**config.mk**
```make
export PLATFORM = sky130hd
export DESIGN_NAME = next_fit_page_allocator_core_flat
export DESIGN_NICKNAME = d
export VERILOG_FILES = /design/src/nfpa_pkg.sv /design/src/nfpa_req_if.sv /design/src/nfpa_rsp_if.sv /design/src/nfpa_cfg_if.sv /design/src/nfpa_ram.sv /design/src/nfpa_ctrl.sv /design/src/nfpa_dpath.sv /design/src/next_fit_page_allocator_core.sv /design/src/flat_wrapper.sv
export SDC_FILE = /design/constraint.sdc
export NUM_CORES = 2
export LEC_CHECK = 0
export ABC_AREA = 0
export BUFFER_PORTS_ARGS = -buffer_cell sky130_fd_sc_hd__clkbuf_2
export CAP_MARGIN = 10
export CORE_UTILIZATION = 45
export CTS_BUF_LIST = sky130_fd_sc_hd__clkbuf_4
export CTS_CLUSTER_DIAMETER = 80
export DETAILED_ROUTE_END_ITERATION = 12
export PLACE_DENSITY_LB_ADDON = 0.15
export SYNTH_ARGS = -nofsm -noshare
export SYNTH_HDL_FRONTEND = slang
export SYNTH_SLANG_ARGS = --single-unit
```
**constraint.sdc**
```tcl
create_clock -name clk -period 21.7 [get_ports clk]
set_input_delay 0 -clock clk [delete_from_list [all_inputs] [get_ports clk]]
set_output_delay 0 -clock clk [all_outputs]
set_load 0.01 [all_outputs]
```
**src/nfpa_pkg.sv**
```systemverilog
// Shared types and constants of the next-fit page allocator.
package nfpa_pkg;

    localparam int PAGE_W     = 11;  // page number inside the block (window end needs 11 bits)
    localparam int IDX_W      = 10;  // page index on the ports
    localparam int ROW_W      = 32;  // pages per bitmap row
    localparam int OFF_W      = 5;   // page offset inside a row
    localparam int ROWN_W     = PAGE_W - OFF_W;
    localparam int FUNC_W     = 2;
    localparam int CFG_IDX_W  = 2;
    localparam int CFG_DATA_W = 11;
    localparam int LO_W       = 10;

    localparam logic [FUNC_W-1:0] FUNC_ALLOC = 2'd0;
    localparam logic [FUNC_W-1:0] FUNC_FREE  = 2'd1;
    localparam logic [FUNC_W-1:0] FUNC_PERM  = 2'd2;

    localparam logic [CFG_IDX_W-1:0] CFG_USER_LOW  = 2'd0;
    localparam logic [CFG_IDX_W-1:0] CFG_USER_HIGH = 2'd1;
    localparam logic [CFG_IDX_W-1:0] CFG_TOTAL     = 2'd2;

    localparam logic [LO_W-1:0]   USER_LOW_RST  = 10'd256;
    localparam logic [PAGE_W-1:0] USER_HIGH_RST = 11'd1024;
    localparam logic [PAGE_W-1:0] TOTAL_RST     = 11'd1024;
    localparam logic [PAGE_W-1:0] PTR_RST       = 11'd256;

    typedef struct packed {
        logic clr_wr;       // clearing pass: write zero row
        logic load_req;     // capture accepted word
        logic res_clr;      // preset result to failure
        logic start_alloc;  // wrap pointer, point at first scan row
        logic start_mod;    // point at row of page_index
        logic rd;           // read current row
        logic phase_b;      // second half of the circular scan
        logic row_inc;
        logic to_b;         // move to the first row of the window
        logic take;         // mark hit page allocated, move pointer
        logic mod_wr;       // write back free or permission change
        logic push;         // load output register
    } nfpa_cmd_t;

    typedef struct packed {
        logic clr_last;
        logic is_alloc;
        logic is_mod;
        logic win_ok;
        logic idx_ok;
        logic hit;
        logic row_last;
        logic b_empty;
    } nfpa_sts_t;

endpackage

```
**src/nfpa_req_if.sv**
```systemverilog
// Request channel: operation code, page index and permission bit.
interface nfpa_req_if;
    import nfpa_pkg::*;
    logic              valid;
    logic              ready;
    logic [FUNC_W-1:0] func;
    logic [IDX_W-1:0]  page_index;
    logic              usable;

    modport source (output valid, func, page_index, usable, input ready);
    modport sink   (input valid, func, page_index, usable, output ready);
endinterface

```
**src/nfpa_rsp_if.sv**
```systemverilog
// Response channel: granted page and success flag.
interface nfpa_rsp_if;
    import nfpa_pkg::*;
    logic             valid;
    logic             ready;
    logic [IDX_W-1:0] granted_page;
    logic             granted;

    modport source (output valid, granted_page, granted, input ready);
    modport sink   (input valid, granted_page, granted, output ready);
endinterface

```
**src/nfpa_cfg_if.sv**
```systemverilog
// Configuration write channel: register index and data.
interface nfpa_cfg_if;
    import nfpa_pkg::*;
    logic                  valid;
    logic                  ready;
    logic [CFG_IDX_W-1:0]  index;
    logic [CFG_DATA_W-1:0] data;

    modport source (output valid, index, data, input ready);
    modport sink   (input valid, index, data, output ready);
endinterface

```
**src/nfpa_ram.sv**
```systemverilog
// Generic single-port-write, single-port-read RAM with registered read data.
module nfpa_ram #(
    parameter int WIDTH = 64,
    parameter int DEPTH = 32
) (
    input  logic                                   clk,
    input  logic                                   we,
    input  logic [(DEPTH > 1 ? $clog2(DEPTH) : 1)-1:0] waddr,
    input  logic [WIDTH-1:0]                       wdata,
    input  logic                                   re,
    input  logic [(DEPTH > 1 ? $clog2(DEPTH) : 1)-1:0] raddr,
    output logic [WIDTH-1:0]                       rdata
);

    logic [WIDTH-1:0] mem [DEPTH];

    always_ff @(posedge clk)
    begin
        if (we)
        begin
            mem[waddr] <= wdata;
        end
        if (re)
        begin
            rdata <= mem[raddr];
        end
    end

endmodule

```
**src/nfpa_ctrl.sv**
```systemverilog
// Sequencer: clearing pass, request decode, row-by-row scan and response hand-off.
module nfpa_ctrl import nfpa_pkg::*; (
    input  logic      clk,
    input  logic      rst_n,
    input  logic      req_valid,
    output logic      req_ready,
    input  logic      rsp_ready,
    output logic      rsp_valid,
    input  nfpa_sts_t sts,
    output nfpa_cmd_t cmd
);

    typedef enum logic [9:0] {
        ST_CLEAR  = 10'b00_0000_0001,
        ST_IDLE   = 10'b00_0000_0010,
        ST_DECODE = 10'b00_0000_0100,
        ST_A_RD   = 10'b00_0000_1000,
        ST_A_EV   = 10'b00_0001_0000,
        ST_B_RD   = 10'b00_0010_0000,
        ST_B_EV   = 10'b00_0100_0000,
        ST_M_RD   = 10'b00_1000_0000,
        ST_M_WR   = 10'b01_0000_0000,
        ST_RESP   = 10'b10_0000_0000
    } state_t;

    state_t state_reg, state_next;
    logic   rsp_valid_reg, rsp_valid_next;

    assign req_ready = (state_reg == ST_IDLE);
    assign rsp_valid = rsp_valid_reg;

    always_comb
    begin
        state_next = state_reg;
        cmd        = '0;
        case (state_reg)
            ST_CLEAR:
            begin
                cmd.clr_wr = 1'b1;
                if (sts.clr_last)
                begin
                    state_next = ST_IDLE;
                end
            end
            ST_IDLE:
            begin
                if (req_valid)
                begin
                    cmd.load_req = 1'b1;
                    state_next   = ST_DECODE;
                end
            end
            ST_DECODE:
            begin
                cmd.res_clr = 1'b1;
                if (sts.is_alloc && sts.win_ok)
                begin
                    cmd.start_alloc = 1'b1;
                    state_next      = ST_A_RD;
                end
                else if (sts.is_mod && sts.idx_ok)
                begin
                    cmd.start_mod = 1'b1;
                    state_next    = ST_M_RD;
                end
                else
                begin
                    state_next = ST_RESP;
                end
            end
            ST_A_RD:
            begin
                cmd.rd     = 1'b1;
                state_next = ST_A_EV;
            end
            ST_A_EV:
            begin
                if (sts.hit)
                begin
                    cmd.take   = 1'b1;
                    state_next = ST_RESP;
                end
                else if (sts.row_last)
                begin
                    // wrap to the window start unless the pointer already sits there
                    if (sts.b_empty)
                    begin
                        state_next = ST_RESP;
                    end
                    else
                    begin
                        cmd.to_b   = 1'b1;
                        state_next = ST_B_RD;
                    end
                end
                else
                begin
                    cmd.row_inc = 1'b1;
                    state_next  = ST_A_RD;
                end
            end
            ST_B_RD:
            begin
                cmd.rd      = 1'b1;
                cmd.phase_b = 1'b1;
                state_next  = ST_B_EV;
            end
            ST_B_EV:
            begin
                cmd.phase_b = 1'b1;
                if (sts.hit)
                begin
                    cmd.take   = 1'b1;
                    state_next = ST_RESP;
                end
                else if (sts.row_last)
                begin
                    state_next = ST_RESP;
                end
                else
                begin
                    cmd.row_inc = 1'b1;
                    state_next  = ST_B_RD;
                end
            end
            ST_M_RD:
            begin
                cmd.rd     = 1'b1;
                state_next = ST_M_WR;
            end
            ST_M_WR:
            begin
                cmd.mod_wr = 1'b1;
                state_next = ST_RESP;
            end
            ST_RESP:
            begin
                if (!rsp_valid_reg || rsp_ready)
                begin
                    cmd.push   = 1'b1;
                    state_next = ST_IDLE;
                end
            end
            default:
            begin
                state_next = ST_IDLE;
            end
        endcase
    end

    always_comb
    begin
        rsp_valid_next = rsp_valid_reg;
        if (cmd.push)
        begin
            rsp_valid_next = 1'b1;
        end
        else if (rsp_ready)
        begin
            rsp_valid_next = 1'b0;
        end
    end

    always_ff @(posedge clk or negedge rst_n)
    begin
        if (!rst_n)
        begin
            state_reg     <= ST_CLEAR;
            rsp_valid_reg <= 1'b0;
        end
        else
        begin
            state_reg     <= state_next;
            rsp_valid_reg <= rsp_valid_next;
        end
    end

endmodule

```
**src/nfpa_dpath.sv**
```systemverilog
// Datapath: configuration registers, search pointer, bitmap RAM and row scan logic.
module nfpa_dpath import nfpa_pkg::*; #(
    parameter int NUM_PAGES = 1024
) (
    input  logic                  clk,
    input  logic                  rst_n,
    input  nfpa_cmd_t             cmd,
    output nfpa_sts_t             sts,
    input  logic                  cfg_valid,
    input  logic [CFG_IDX_W-1:0]  cfg_index,
    input  logic [CFG_DATA_W-1:0] cfg_data,
    input  logic [FUNC_W-1:0]     req_func,
    input  logic [IDX_W-1:0]      req_page_index,
    input  logic                  req_usable,
    output logic [IDX_W-1:0]      rsp_granted_page,
    output logic                  rsp_granted
);

    localparam int NROWS = (NUM_PAGES + ROW_W - 1) / ROW_W;
    localparam int RAW   = (NROWS > 1) ? $clog2(NROWS) : 1;

    // configuration
    logic [LO_W-1:0]   lo_reg;
    logic [PAGE_W-1:0] hi_reg, total_reg;

    // request word
    logic [FUNC_W-1:0] func_reg;
    logic [IDX_W-1:0]  idx_reg;
    logic              use_reg;

    logic [PAGE_W-1:0] ptr_reg, ptr_next;
    logic [PAGE_W-1:0] start_reg;
    logic [ROWN_W-1:0] row_reg, row_next;
    logic [RAW-1:0]    clr_cnt_reg;
    logic [IDX_W-1:0]  res_page_reg, out_page_reg;
    logic              res_grant_reg, out_grant_reg;

    logic [PAGE_W-1:0] lo_ext, hi_sat, p_wrap, lb, ub_last, hit_page, hit_next;
    logic [ROW_W-1:0]  alloc_row, usable_row, lo_mask, hi_mask, cand;
    logic [OFF_W-1:0]  hit_off, idx_off;
    logic [2*ROW_W-1:0] rdata, wdata;
    logic [RAW-1:0]    waddr;
    logic              we;

    function automatic logic [OFF_W-1:0] first_set(input logic [ROW_W-1:0] v);
        logic [OFF_W-1:0] pos;
        logic             found;
        pos   = '0;
        found = 1'b0;
        for (int k = 0; k < ROW_W; k++)
        begin
            if (v[k] && !found)
            begin
                pos   = OFF_W'(k);
                found = 1'b1;
            end
        end
        return pos;
    endfunction

    // window bounds
    assign lo_ext = {1'b0, lo_reg};
    assign hi_sat = (32'(hi_reg) > NUM_PAGES) ? PAGE_W'(NUM_PAGES) : hi_reg;
    assign p_wrap = (ptr_reg < lo_ext || ptr_reg >= hi_sat) ? lo_ext : ptr_reg;

    // first pass covers [start, hi), second pass [lo, start)
    assign lb      = cmd.phase_b ? lo_ext : start_reg;
    assign ub_last = cmd.phase_b ? (start_reg - PAGE_W'(1)) : (hi_sat - PAGE_W'(1));

    assign alloc_row  = rdata[ROW_W-1:0];
    assign usable_row = rdata[2*ROW_W-1:ROW_W];

    assign lo_mask = (row_reg == lb[PAGE_W-1:OFF_W]) ? ({ROW_W{1'b1}} << lb[OFF_W-1:0])
                                                     : {ROW_W{1'b1}};
    assign hi_mask = (row_reg == ub_last[PAGE_W-1:OFF_W])
                     ? ~(({ROW_W{1'b1}} << ub_last[OFF_W-1:0]) << 1)
                     : {ROW_W{1'b1}};
    assign cand     = usable_row & ~alloc_row & lo_mask & hi_mask;
    assign hit_off  = first_set(cand);
    assign hit_page = {row_reg, hit_off};
    assign hit_next = hit_page + PAGE_W'(1);
    assign idx_off  = idx_reg[OFF_W-1:0];

    assign sts.clr_last = (clr_cnt_reg == RAW'(NROWS - 1));
    assign sts.is_alloc = (func_reg == FUNC_ALLOC);
    assign sts.is_mod   = (func_reg == FUNC_FREE) || (func_reg == FUNC_PERM);
    assign sts.win_ok   = !(total_reg < hi_reg) && (lo_ext < hi_sat);
    assign sts.idx_ok   = (32'(idx_reg) < NUM_PAGES);
    assign sts.hit      = |cand;
    assign sts.row_last = (row_reg == ub_last[PAGE_W-1:OFF_W]);
    assign sts.b_empty  = (start_reg == lo_ext);

    // bitmap write port
    always_comb
    begin
        wdata = rdata;
        if (cmd.clr_wr)
        begin
            wdata = '0;
        end
        else if (cmd.take)
        begin
            wdata[hit_off] = 1'b1;
        end
        else if (func_reg == FUNC_FREE)
        begin
            wdata[idx_off] = 1'b0;
        end
        else
        begin
            wdata[ROW_W + 32'(idx_off)] = use_reg;
        end
    end

    assign we    = cmd.clr_wr || cmd.take || cmd.mod_wr;
    assign waddr = cmd.clr_wr ? clr_cnt_reg : RAW'(row_reg);

    nfpa_ram #(
        .WIDTH (2 * ROW_W),
        .DEPTH (NROWS)
    ) u_bitmap (
        .clk   (clk),
        .we    (we),
        .waddr (waddr),
        .wdata (wdata),
        .re    (cmd.rd),
        .raddr (RAW'(row_reg)),
        .rdata (rdata)
    );

    always_comb
    begin
        row_next = row_reg;
        if (cmd.start_alloc)
        begin
            row_next = p_wrap[PAGE_W-1:OFF_W];
        end
        else if (cmd.start_mod)
        begin
            row_next = ROWN_W'(idx_reg[IDX_W-1:OFF_W]);
        end
        else if (cmd.to_b)
        begin
            row_next = lo_ext[PAGE_W-1:OFF_W];
        end
        else if (cmd.row_inc)
        begin
            row_next = row_reg + ROWN_W'(1);
        end
    end

    always_comb
    begin
        ptr_next = ptr_reg;
        if (cmd.start_alloc)
        begin
            ptr_next = p_wrap;
        end
        else if (cmd.take)
        begin
            ptr_next = (hit_next >= hi_sat) ? lo_ext : hit_next;
        end
    end

    always_ff @(posedge clk or negedge rst_n)
    begin
        if (!rst_n)
        begin
            lo_reg      <= USER_LOW_RST;
            hi_reg      <= USER_HIGH_RST;
            total_reg   <= TOTAL_RST;
            ptr_reg     <= PTR_RST;
            clr_cnt_reg <= '0;
        end
        else
        begin
            if (cfg_valid)
            begin
                case (cfg_index)
                    CFG_USER_LOW:  lo_reg    <= cfg_data[LO_W-1:0];
                    CFG_USER_HIGH: hi_reg    <= cfg_data;
                    CFG_TOTAL:     total_reg <= cfg_data;
                    default:       ;
                endcase
            end
            ptr_reg <= ptr_next;
            if (cmd.clr_wr)
            begin
                clr_cnt_reg <= clr_cnt_reg + RAW'(1);
            end
        end
    end

    always_ff @(posedge clk)
    begin
        if (cmd.load_req)
        begin
            func_reg <= req_func;
            idx_reg  <= req_page_index;
            use_reg  <= req_usable;
        end
        if (cmd.start_alloc)
        begin
            start_reg <= p_wrap;
        end
        row_reg <= row_next;
        if (cmd.res_clr)
        begin
            res_page_reg  <= '0;
            res_grant_reg <= 1'b0;
        end
        else if (cmd.take)
        begin
            res_page_reg  <= hit_page[IDX_W-1:0];
            res_grant_reg <= 1'b1;
        end
        if (cmd.push)
        begin
            out_page_reg  <= res_page_reg;
            out_grant_reg <= res_grant_reg;
        end
    end

    assign rsp_granted_page = out_page_reg;
    assign rsp_granted      = out_grant_reg;

endmodule

```
**src/next_fit_page_allocator_core.sv**
```systemverilog
// Top level of the next-fit page allocator.
// Next-fit page allocator. Keeps a usable bit and an allocated bit for each of
// NUM_PAGES pages in one bitmap RAM of 32-page rows, plus a next-fit pointer.
// Every request word gives exactly one response word. Allocate scans the user
// window circularly from the pointer, one row at a time (RAM read, then
// evaluate), and visits at most the window's rows plus one. Free and set
// permission are a read-modify-write of one row; requests refused at decode
// go straight to the response. One request is worked on at a time; the
// response sits in an output register, so the next request is taken while it
// waits, and that request then holds in its response state until the waiting
// word is taken. After reset the block clears all ceil(NUM_PAGES/32) rows of
// the bitmap, one row a cycle, before it takes the first request; configuration
// writes are taken at any time.
module next_fit_page_allocator_core import nfpa_pkg::*; #(
    parameter int NUM_PAGES = 1024
) (
    input  logic           clk,
    input  logic           rst_n,
    nfpa_req_if.sink       req,
    nfpa_rsp_if.source     rsp,
    nfpa_cfg_if.sink       cfg
);

    nfpa_cmd_t cmd;
    nfpa_sts_t sts;

    assign cfg.ready = 1'b1;

    nfpa_ctrl u_ctrl (
        .clk       (clk),
        .rst_n     (rst_n),
        .req_valid (req.valid),
        .req_ready (req.ready),
        .rsp_ready (rsp.ready),
        .rsp_valid (rsp.valid),
        .sts       (sts),
        .cmd       (cmd)
    );

    nfpa_dpath #(
        .NUM_PAGES (NUM_PAGES)
    ) u_dpath (
        .clk              (clk),
        .rst_n            (rst_n),
        .cmd              (cmd),
        .sts              (sts),
        .cfg_valid        (cfg.valid),
        .cfg_index        (cfg.index),
        .cfg_data         (cfg.data),
        .req_func         (req.func),
        .req_page_index   (req.page_index),
        .req_usable       (req.usable),
        .rsp_granted_page (rsp.granted_page),
        .rsp_granted      (rsp.granted)
    );

endmodule

```
**src/flat_wrapper.sv**
```systemverilog
// flat-port wrapper written by rule: the top's interface ports become plain ports
module next_fit_page_allocator_core_flat import nfpa_pkg::*;
#(
    parameter int NUM_PAGES = 1024
)
  (clk, rst_n, req_valid, req_func, req_page_index, req_usable, req_ready, rsp_valid, rsp_granted_page, rsp_granted, rsp_ready, cfg_valid, cfg_index, cfg_data, cfg_ready);
  nfpa_req_if req_i ();
  nfpa_rsp_if rsp_i ();
  nfpa_cfg_if cfg_i ();
  input  logic clk;
  input  logic rst_n;
  input wire logic [$bits(req_i.valid)-1:0] req_valid;
  input wire logic [$bits(req_i.func)-1:0] req_func;
  input wire logic [$bits(req_i.page_index)-1:0] req_page_index;
  input wire logic [$bits(req_i.usable)-1:0] req_usable;
  output wire logic [$bits(req_i.ready)-1:0] req_ready;
  output wire logic [$bits(rsp_i.valid)-1:0] rsp_valid;
  output wire logic [$bits(rsp_i.granted_page)-1:0] rsp_granted_page;
  output wire logic [$bits(rsp_i.granted)-1:0] rsp_granted;
  input wire logic [$bits(rsp_i.ready)-1:0] rsp_ready;
  input wire logic [$bits(cfg_i.valid)-1:0] cfg_valid;
  input wire logic [$bits(cfg_i.index)-1:0] cfg_index;
  input wire logic [$bits(cfg_i.data)-1:0] cfg_data;
  output wire logic [$bits(cfg_i.ready)-1:0] cfg_ready;
  assign req_i.valid = req_valid;
  assign req_i.func = req_func;
  assign req_i.page_index = req_page_index;
  assign req_i.usable = req_usable;
  assign req_ready = req_i.ready;
  assign rsp_valid = rsp_i.valid;
  assign rsp_granted_page = rsp_i.granted_page;
  assign rsp_granted = rsp_i.granted;
  assign rsp_i.ready = rsp_ready;
  assign cfg_i.valid = cfg_valid;
  assign cfg_i.index = cfg_index;
  assign cfg_i.data = cfg_data;
  assign cfg_ready = cfg_i.ready;
  next_fit_page_allocator_core #(.NUM_PAGES(NUM_PAGES)) u_core (.clk(clk), .rst_n(rst_n), .req(req_i), .rsp(rsp_i), .cfg(cfg_i));
endmodule
```
# Yosys cells after proc, flatten, opt, wreduce, memory -nomap -nowiden
# Memory sizes are Yosys's and may differ from the RTL's. A register that Yosys moved wholly into a read port is not among the register bits.
# Cells that the tools add are included.
# totals
ram_bits	2048
output_inout_bits	14
elab_cells	275
memories	1
ff_bits	111
# op_classes
shift	2
bitwise	8
muxes	122
n_lt_le_gt_ge	12
reduce_logical	87
eq_ne	21
add_sub_neg	6
# mem_list
memory	depth	word_bits	read_ports	rd_clocked_by_memory_dff	write_ports	line	rtl
u_core.u_dpath.u_bitmap.mem	32	64	1	1	1	nfpa_ram.sv:15	logic [WIDTH-1:0] mem [DEPTH];
# op_table
operator	count
64-bit 2-to-1 mux	3
5-bit 2-to-1 mux	30
10-bit 2-to-1 mux	10
10-bit case mux with 10 select lines	1
32-bit AND	3
11-bit 2-to-1 mux	7
64-bit AND	1
64-bit bitwise mux	1
32-bit 2-to-1 mux	2
32-bit inverter	2
32-bit inverter with 64-bit output	1
64-bit by 32-bit bitwise OR with 64-bit output	1
1-bit 2-to-1 mux	57
1-bit logical AND	36
1-bit zero test	33
32-bit OR reduction	1
32-bit by 5-bit left shift with 31-bit output (first input constant)	1
32-bit by 5-bit left shift with 32-bit output (first input constant)	1
6-bit 2-to-1 mux	4
11-bit >= comparator	2
11-bit by 1-bit subtractor with 11-bit output (second input constant)	2
5-bit by 7-bit less-than comparator with 1-bit output (second input constant)	2
6-bit equality test	2
11-bit by 1-bit adder with 11-bit output (second input constant)	1
other kinds (39)	54

# Depth between registers and ports, before layout
# logic_depth
word_depth	109
ltp_mapped	40
depth_no_buf	33

# Hierarchy
# From an unflattened synthesis, not the netlist that was laid out.
# unflattened
hier_cells	4475
area_unflattened_um2	90476.8
# modules_own_cells
module	area_per_inst_um2	cells_each	instances	seq_area_each_um2
nfpa_ram	79612.6	3097	1	63420.8
nfpa_dpath	10099.7	1296	1	2657.5
nfpa_ctrl	753.2	80	1	276.5
next_fit_page_allocator_core	11.3	2	1	0.0

# Worst setup path after synthesis
# No wires, ideal clock.
# synth_timing
kind	flip-flop to flip-flop
from	reg u_core.u_ctrl.state_reg[1]
to	mem u_core.u_dpath.u_bitmap.mem[11][0], enable pin
path_buffers	6
setup_time_ps	486
slack_ps	13045
path_stages_with_launch	26
t_arrival_ps	8169
period_less_slack_ps	8655
path_cell_list	dfrtp_1 -> or4_1 -> buf_2 -> nor3_4 -> buf_6 -> buf_4 -> nor2_1 -> a21oi_1 -> ha_1 -> clkbuf_1 -> or4b_1 -> or4_1 -> o22ai_1 -> nor2_1 -> o2bb2ai_1 -> and3_4 -> buf_6 -> a221o_1 -> and4bb_4 -> nand3_4 -> o22a_2 -> buf_2 -> o21ai_1 -> nor2_1 -> a31oi_2 -> nor2_1
# synth_between
elab_chain_cells	15
# synth_rtl
item	line	rtl
from (decl)	nfpa_ctrl.sv:26	state_t state_reg, state_next;
from (signal assigned)	nfpa_ctrl.sv:173	state_reg <= state_next;
10-bit by 7-bit equality test with 1-bit output / 10-bit by 6-bit equality test with 1-bit output (equally long branches)	nfpa_ctrl.sv:36	case (state_reg)
2-bit OR reduction (no source line)	-	
1-bit 2-to-1 mux	nfpa_ctrl.sv:36	
11-bit 2-to-1 mux (on tied branches)	nfpa_dpath.sv:67, nfpa_dpath.sv:68	
32-bit by 5-bit left shift with 32-bit output, or another cell as far along	nfpa_dpath.sv:73	assign lo_mask = (row_reg == lb[PAGE_W-1:OFF_W]) ? ({ROW_W{1'b1}} << lb[OFF_W-1:0])
32-bit 2-to-1 mux / 32-bit inverter (equally long branches)	nfpa_dpath.sv:73, nfpa_dpath.sv:76	
32-bit AND / 32-bit 2-to-1 mux (equally long branches)	nfpa_dpath.sv:78, nfpa_dpath.sv:76	
32-bit AND	nfpa_dpath.sv:78	assign cand = usable_row & ~alloc_row & lo_mask & hi_mask;
32-bit OR reduction	nfpa_dpath.sv:89	assign sts.hit = |cand;
1-bit 2-to-1 mux	nfpa_ctrl.sv:78, nfpa_ctrl.sv:111	
1-bit 2-to-1 mux	-	
1-bit logical OR (2 in a row)	nfpa_dpath.sv:115	assign we = cmd.clr_wr || cmd.take || cmd.mod_wr;
1-bit 2-to-1 mux	nfpa_ram.sv:19	if (we)
1-bit 2-to-1 mux (implied by the code)	nfpa_ram.sv:21	mem[waddr] <= wdata;
to (decl)	nfpa_ram.sv:15	
# Parallel ways exist; a longest one is shown, timed or not.

# Worst setup path after layout
# layout_timing
from	reg u_core.u_ctrl.state_reg[7]
to	reg u_core.u_dpath.ptr_reg[2]
# layout_between
elab_chain_cells	107
# layout_rtl
item	line	rtl
10-bit by 7-bit equality test with 1-bit output / 10-bit by 6-bit equality test with 1-bit output (equally long branches)	nfpa_ctrl.sv:36	
2-bit OR reduction (no source line) (*)	-	
1-bit 2-to-1 mux (*)	nfpa_ctrl.sv:36	
11-bit 2-to-1 mux	nfpa_dpath.sv:67	assign lb = cmd.phase_b ? lo_ext : start_reg;
32-bit by 5-bit left shift with 32-bit output / 6-bit equality test (equally long branches)	nfpa_dpath.sv:73	
32-bit 2-to-1 mux	nfpa_dpath.sv:73	
32-bit AND	nfpa_dpath.sv:78	
32-bit AND (*)	nfpa_dpath.sv:78	
[... 92 more ...]	-	
1-bit logical AND	nfpa_dpath.sv:52	if (v[k] && !found)
5-bit 2-to-1 mux (*)	nfpa_dpath.sv:52	
via u_core.u_dpath.hit_off[0]	nfpa_dpath.sv:40	logic [OFF_W-1:0] hit_off, idx_off;
11-bit by 1-bit adder with 11-bit output (*)	nfpa_dpath.sv:81	assign hit_next = hit_page + PAGE_W'(1);
11-bit >= comparator	nfpa_dpath.sv:161	ptr_next = (hit_next >= hi_sat) ? lo_ext : hit_next;
11-bit 2-to-1 mux (*)	nfpa_dpath.sv:161	
11-bit 2-to-1 mux (*)	nfpa_dpath.sv:159	else if (cmd.take)
11-bit 2-to-1 mux (*)	nfpa_dpath.sv:155	if (cmd.start_alloc)
to (signal assigned)	nfpa_dpath.sv:186	ptr_reg <= ptr_next;
to (decl)	nfpa_dpath.sv:31	logic [PAGE_W-1:0] ptr_reg, ptr_next;
# The timed path passes the listed nets; every way through them passes the cells marked *. The select of a mux whose other input is x is not followed.
# A chain may end at the register's enable or synchronous reset.

==> flow_summary.json <==
{
  "gp_congestion": 0.938,
  "synth_nets": 4385,
  "worstSkewPairLatency_ps": 1400,
  "clk_pin_slew_ps": 60,
  "die_width_um": 449,
  "finalCritPeriodShare": 0.488,
  "grt_pass1_wl_um": 359000,
  "io_buffers": 43,
  "synthArstFlopShare": 0.0265,
  "place_area_mm2": 0.0943,
  "rows": 163,
  "grt_overflow": 0,
  "worst_pin_slew_ps": 1250,
  "slowest_delay_ps": 900,
  "outcome": "completed",
  "final_area_mm2": 0.103,
  "finalWirelength_um": 252000,
  "slew_viol_final": 0,
  "synth_edf_count": 2153,
  "syn-cell-area_mm2": 0.0898,
  "finalSetupTns_ps": 0,
  "min_path_type": "primary input to flop",
  "required_ps": 22970,
  "antenna_left": 0,
  "vias": 47700,
  "fillers": 16000,
  "fin_worst_skew_ps": 116,
  "maxSlewHeadroom": 0.164,
  "reg_top3": "u_core.u_dpath.u_bitmap.mem: 2048 flops, u_core.u_dpath.u_bitmap.rdata: 64 flops",
  "yosysMostFrequentCell": "edfxtp_1",
  "yosysTopAreaCell": "edfxtp_1",
  "drc_errors": 0,
  "grt_max_degree": 108,
  "drtIter0Drc": 4605,
  "fp.dieH_um": 449,
  "cp.arrival_ps": 11850,
  "core_area_mm2": 0.198,
  "yosysUniqueCellTypes": 96,
  "top_register": "u_core.u_dpath.u_bitmap.mem",
  "timing.fmax_mhz": 94.5,
  "cts_buffers": 600,
  "cts_max_path_buffers": 4,
  "cts_tree": "done",
  "crit_path_max_fanout": 29,
  "leakagePower_uw": 0.0333,
  "yosys-top-cells-count": "2,153 x edfxtp_1, 640 x mux4_2, 170 x nor2_1, 141 x clkbuf_1, 123 x nand2_1",
  "start_kind": "flop",
  "grt_pass1_vias": 48800,
  "post_cts_buffers": 0,
  "synth_flop_cell": "edfxtp_1",
  "clock_sinks": 2223,
  "start_util": 0.454,
  "drive_gt1_frac": 0.371,
  "endpoint_kind": "flop",
  "path_buf_inv": 2,
  "synth-seq-cells": 2223,
  "synth_area_leaders": "edfxtp_1 72%, mux4_2 16%, dfrtp_1 1.5%, mux2_2 1.3%, ha_1 0.86%",
  "cts_hold_buffers": 103,
  "yosysTopAreaCellShare": 0.720,
  "cts-root-buf": "clkbuf_4",
  "wl_per_cell_um": 31.4,
  "nets": 5076,
  "antenna_found_initial": 6,
  "synth_warnings": 0,
  "final.min_clock_period_ps": 10580,
  "seq_area_frac_synth": 0.739,
  "dp_hpwl_um": 139000,
  "slowest_stage": "nand3_1",
  "timing.max_cap.violations": 0,
  "post_drt_via_cell_ratio": 5.94,
  "hold_viol_final": 0,
  "syn_inst": 4292,
  "grt_usage": 0.250,
  "cpLargestDelayFamily": "simple AND/OR/NAND/NOR gates",
  "synth_area_per_cell_um2": 20.9,
  "power.density_mw_per_mm2": 93.5,
  "rsz0062_at_grt": "no",
  "ctsResizeCount": 0,
  "syn_to_final_growth_pct": 14.5,
  "die_area_mm2": 0.201,
  "dr.pass1.iters": 8,
  "cts.htree.levels": 6,
  "ir_drop_mv": 0.0448,
  "path_class": "flop to flop",
  "setup-violations-final": 0,
  "io_pins": 45,
  "largest_reg_flops": 2048
}
## cells by family after synthesis
family | after synthesis | share of synthesized area
simple gates | 540 | 0.0307
xor+xnor | 38 | 0.00379
other cells | 1 | 0.0000417
fa+ha+maj | 62 | 0.00864
compound gates | 354 | 0.0268
flops | 2223 | 0.739
buf+inv | 279 | 0.0123
mux | 795 | 0.179
## area by class of cell
class,instances,area (um2),area share
antenna,12,30.0,0.000292
clock buffer,863,6480,0.0630
clock inverter,133,857,0.00833
inverter,50,188,0.00182
multi-input combinational,1790,23000,0.223
sequential,2223,66400,0.645
tap,2640,3300,0.0321
timing repair buffer,318,2690,0.0261
## worst min-delay path, stage by stage
cell and delay (ps):
dlygate4sd3_1 540, clkbuf_2 100, dlygate4sd3_1 540, inv_1 150, nor2_1 150
## routing by layer
layer  part of all wire  global-route usage  vias to the layer above
li1                   -                   -                    19800
met1               0.43               0.358                    25500
met2               0.47               0.382                     2039
met3              0.077              0.0582                      390
met4              0.026              0.0795                        4
met5            0.00011                   0                        -
## worst paths after layout
path,start,endpoint,slack [ps],depth (start not counted)
max,u_core.u_ctrl.state_reg[7]$_DFFE_PN0P_,u_core.u_dpath.ptr_reg[2]$_DFFE_PN0P_,11120,31
min,req_valid,u_core.u_ctrl.state_reg[2]$_DFFE_PN0P_,170,5
max reg2reg,u_core.u_ctrl.state_reg[7]$_DFFE_PN0P_,u_core.u_dpath.ptr_reg[2]$_DFFE_PN0P_,11120,31
min reg2reg,u_core.u_dpath.res_page_reg[8]$_SDFFE_PP0P_,u_core.u_dpath.rsp_granted_page[8]$_DFFE_PP_,440,0
max in group asynchronous,rst_n,u_core.u_dpath.ptr_reg[6]$_DFFE_PN0P_,20890,6
min in group asynchronous,rst_n,u_core.u_ctrl.state_reg[0]$_DFFE_PN1P_,410,5
## layout by cell type, fill, tap and decap left out, types with 26 or more instances in the layout
cell and instances:
nand3_1 27, buf_4 157, mux2i_1 50, mux4_2 640, o21ai_0 61, clkinv_1 99
dfrtp_1 54, nand2b_1 43, clkbuf_4 863, nor3_1 26, nand2_1 123, nor2b_1 32
clkbuf_2 42, mux2_2 104, nor2_4 32, nor2_1 122, a21oi_1 75, edfxtp_1 2153
inv_1 49, dlygate4sd3_1 102, ha_1 62
## stage by stage
step / hold WS (ps) / setup WS, ps / std cells / total power, uW / util
2_1_floorplan: -296 / 13050 / 4292 / 5640 / -
6_report: 166 / 11120 / 8029 / 9620 / 0.520
4_1_cts: 70.0 / 11440 / 8007 / 9720 / 0.519
3_3_place_gp: 179 / 11760 / 6908 / 6040 / 0.477
5_1_grt: 114 / 10530 / 8028 / 10000 / 0.520
3_5_place_dp: 181 / 11480 / 6908 / 6040 / 0.477
## report_power, final
| group | switching (uW) | internal [uW] | leakage (uW) | total (uW) |
|---|---|---|---|---|
| combinational | 653 | 469 | 0.00876 | 1120 |
| sequential | 68.0 | 4780 | 0.0202 | 4850 |
| clock | 1680 | 1970 | 0.00439 | 3640 |
| total | 2400 | 7220 | 0.0333 | 9620 |
(Power assumes the default switching activity.)
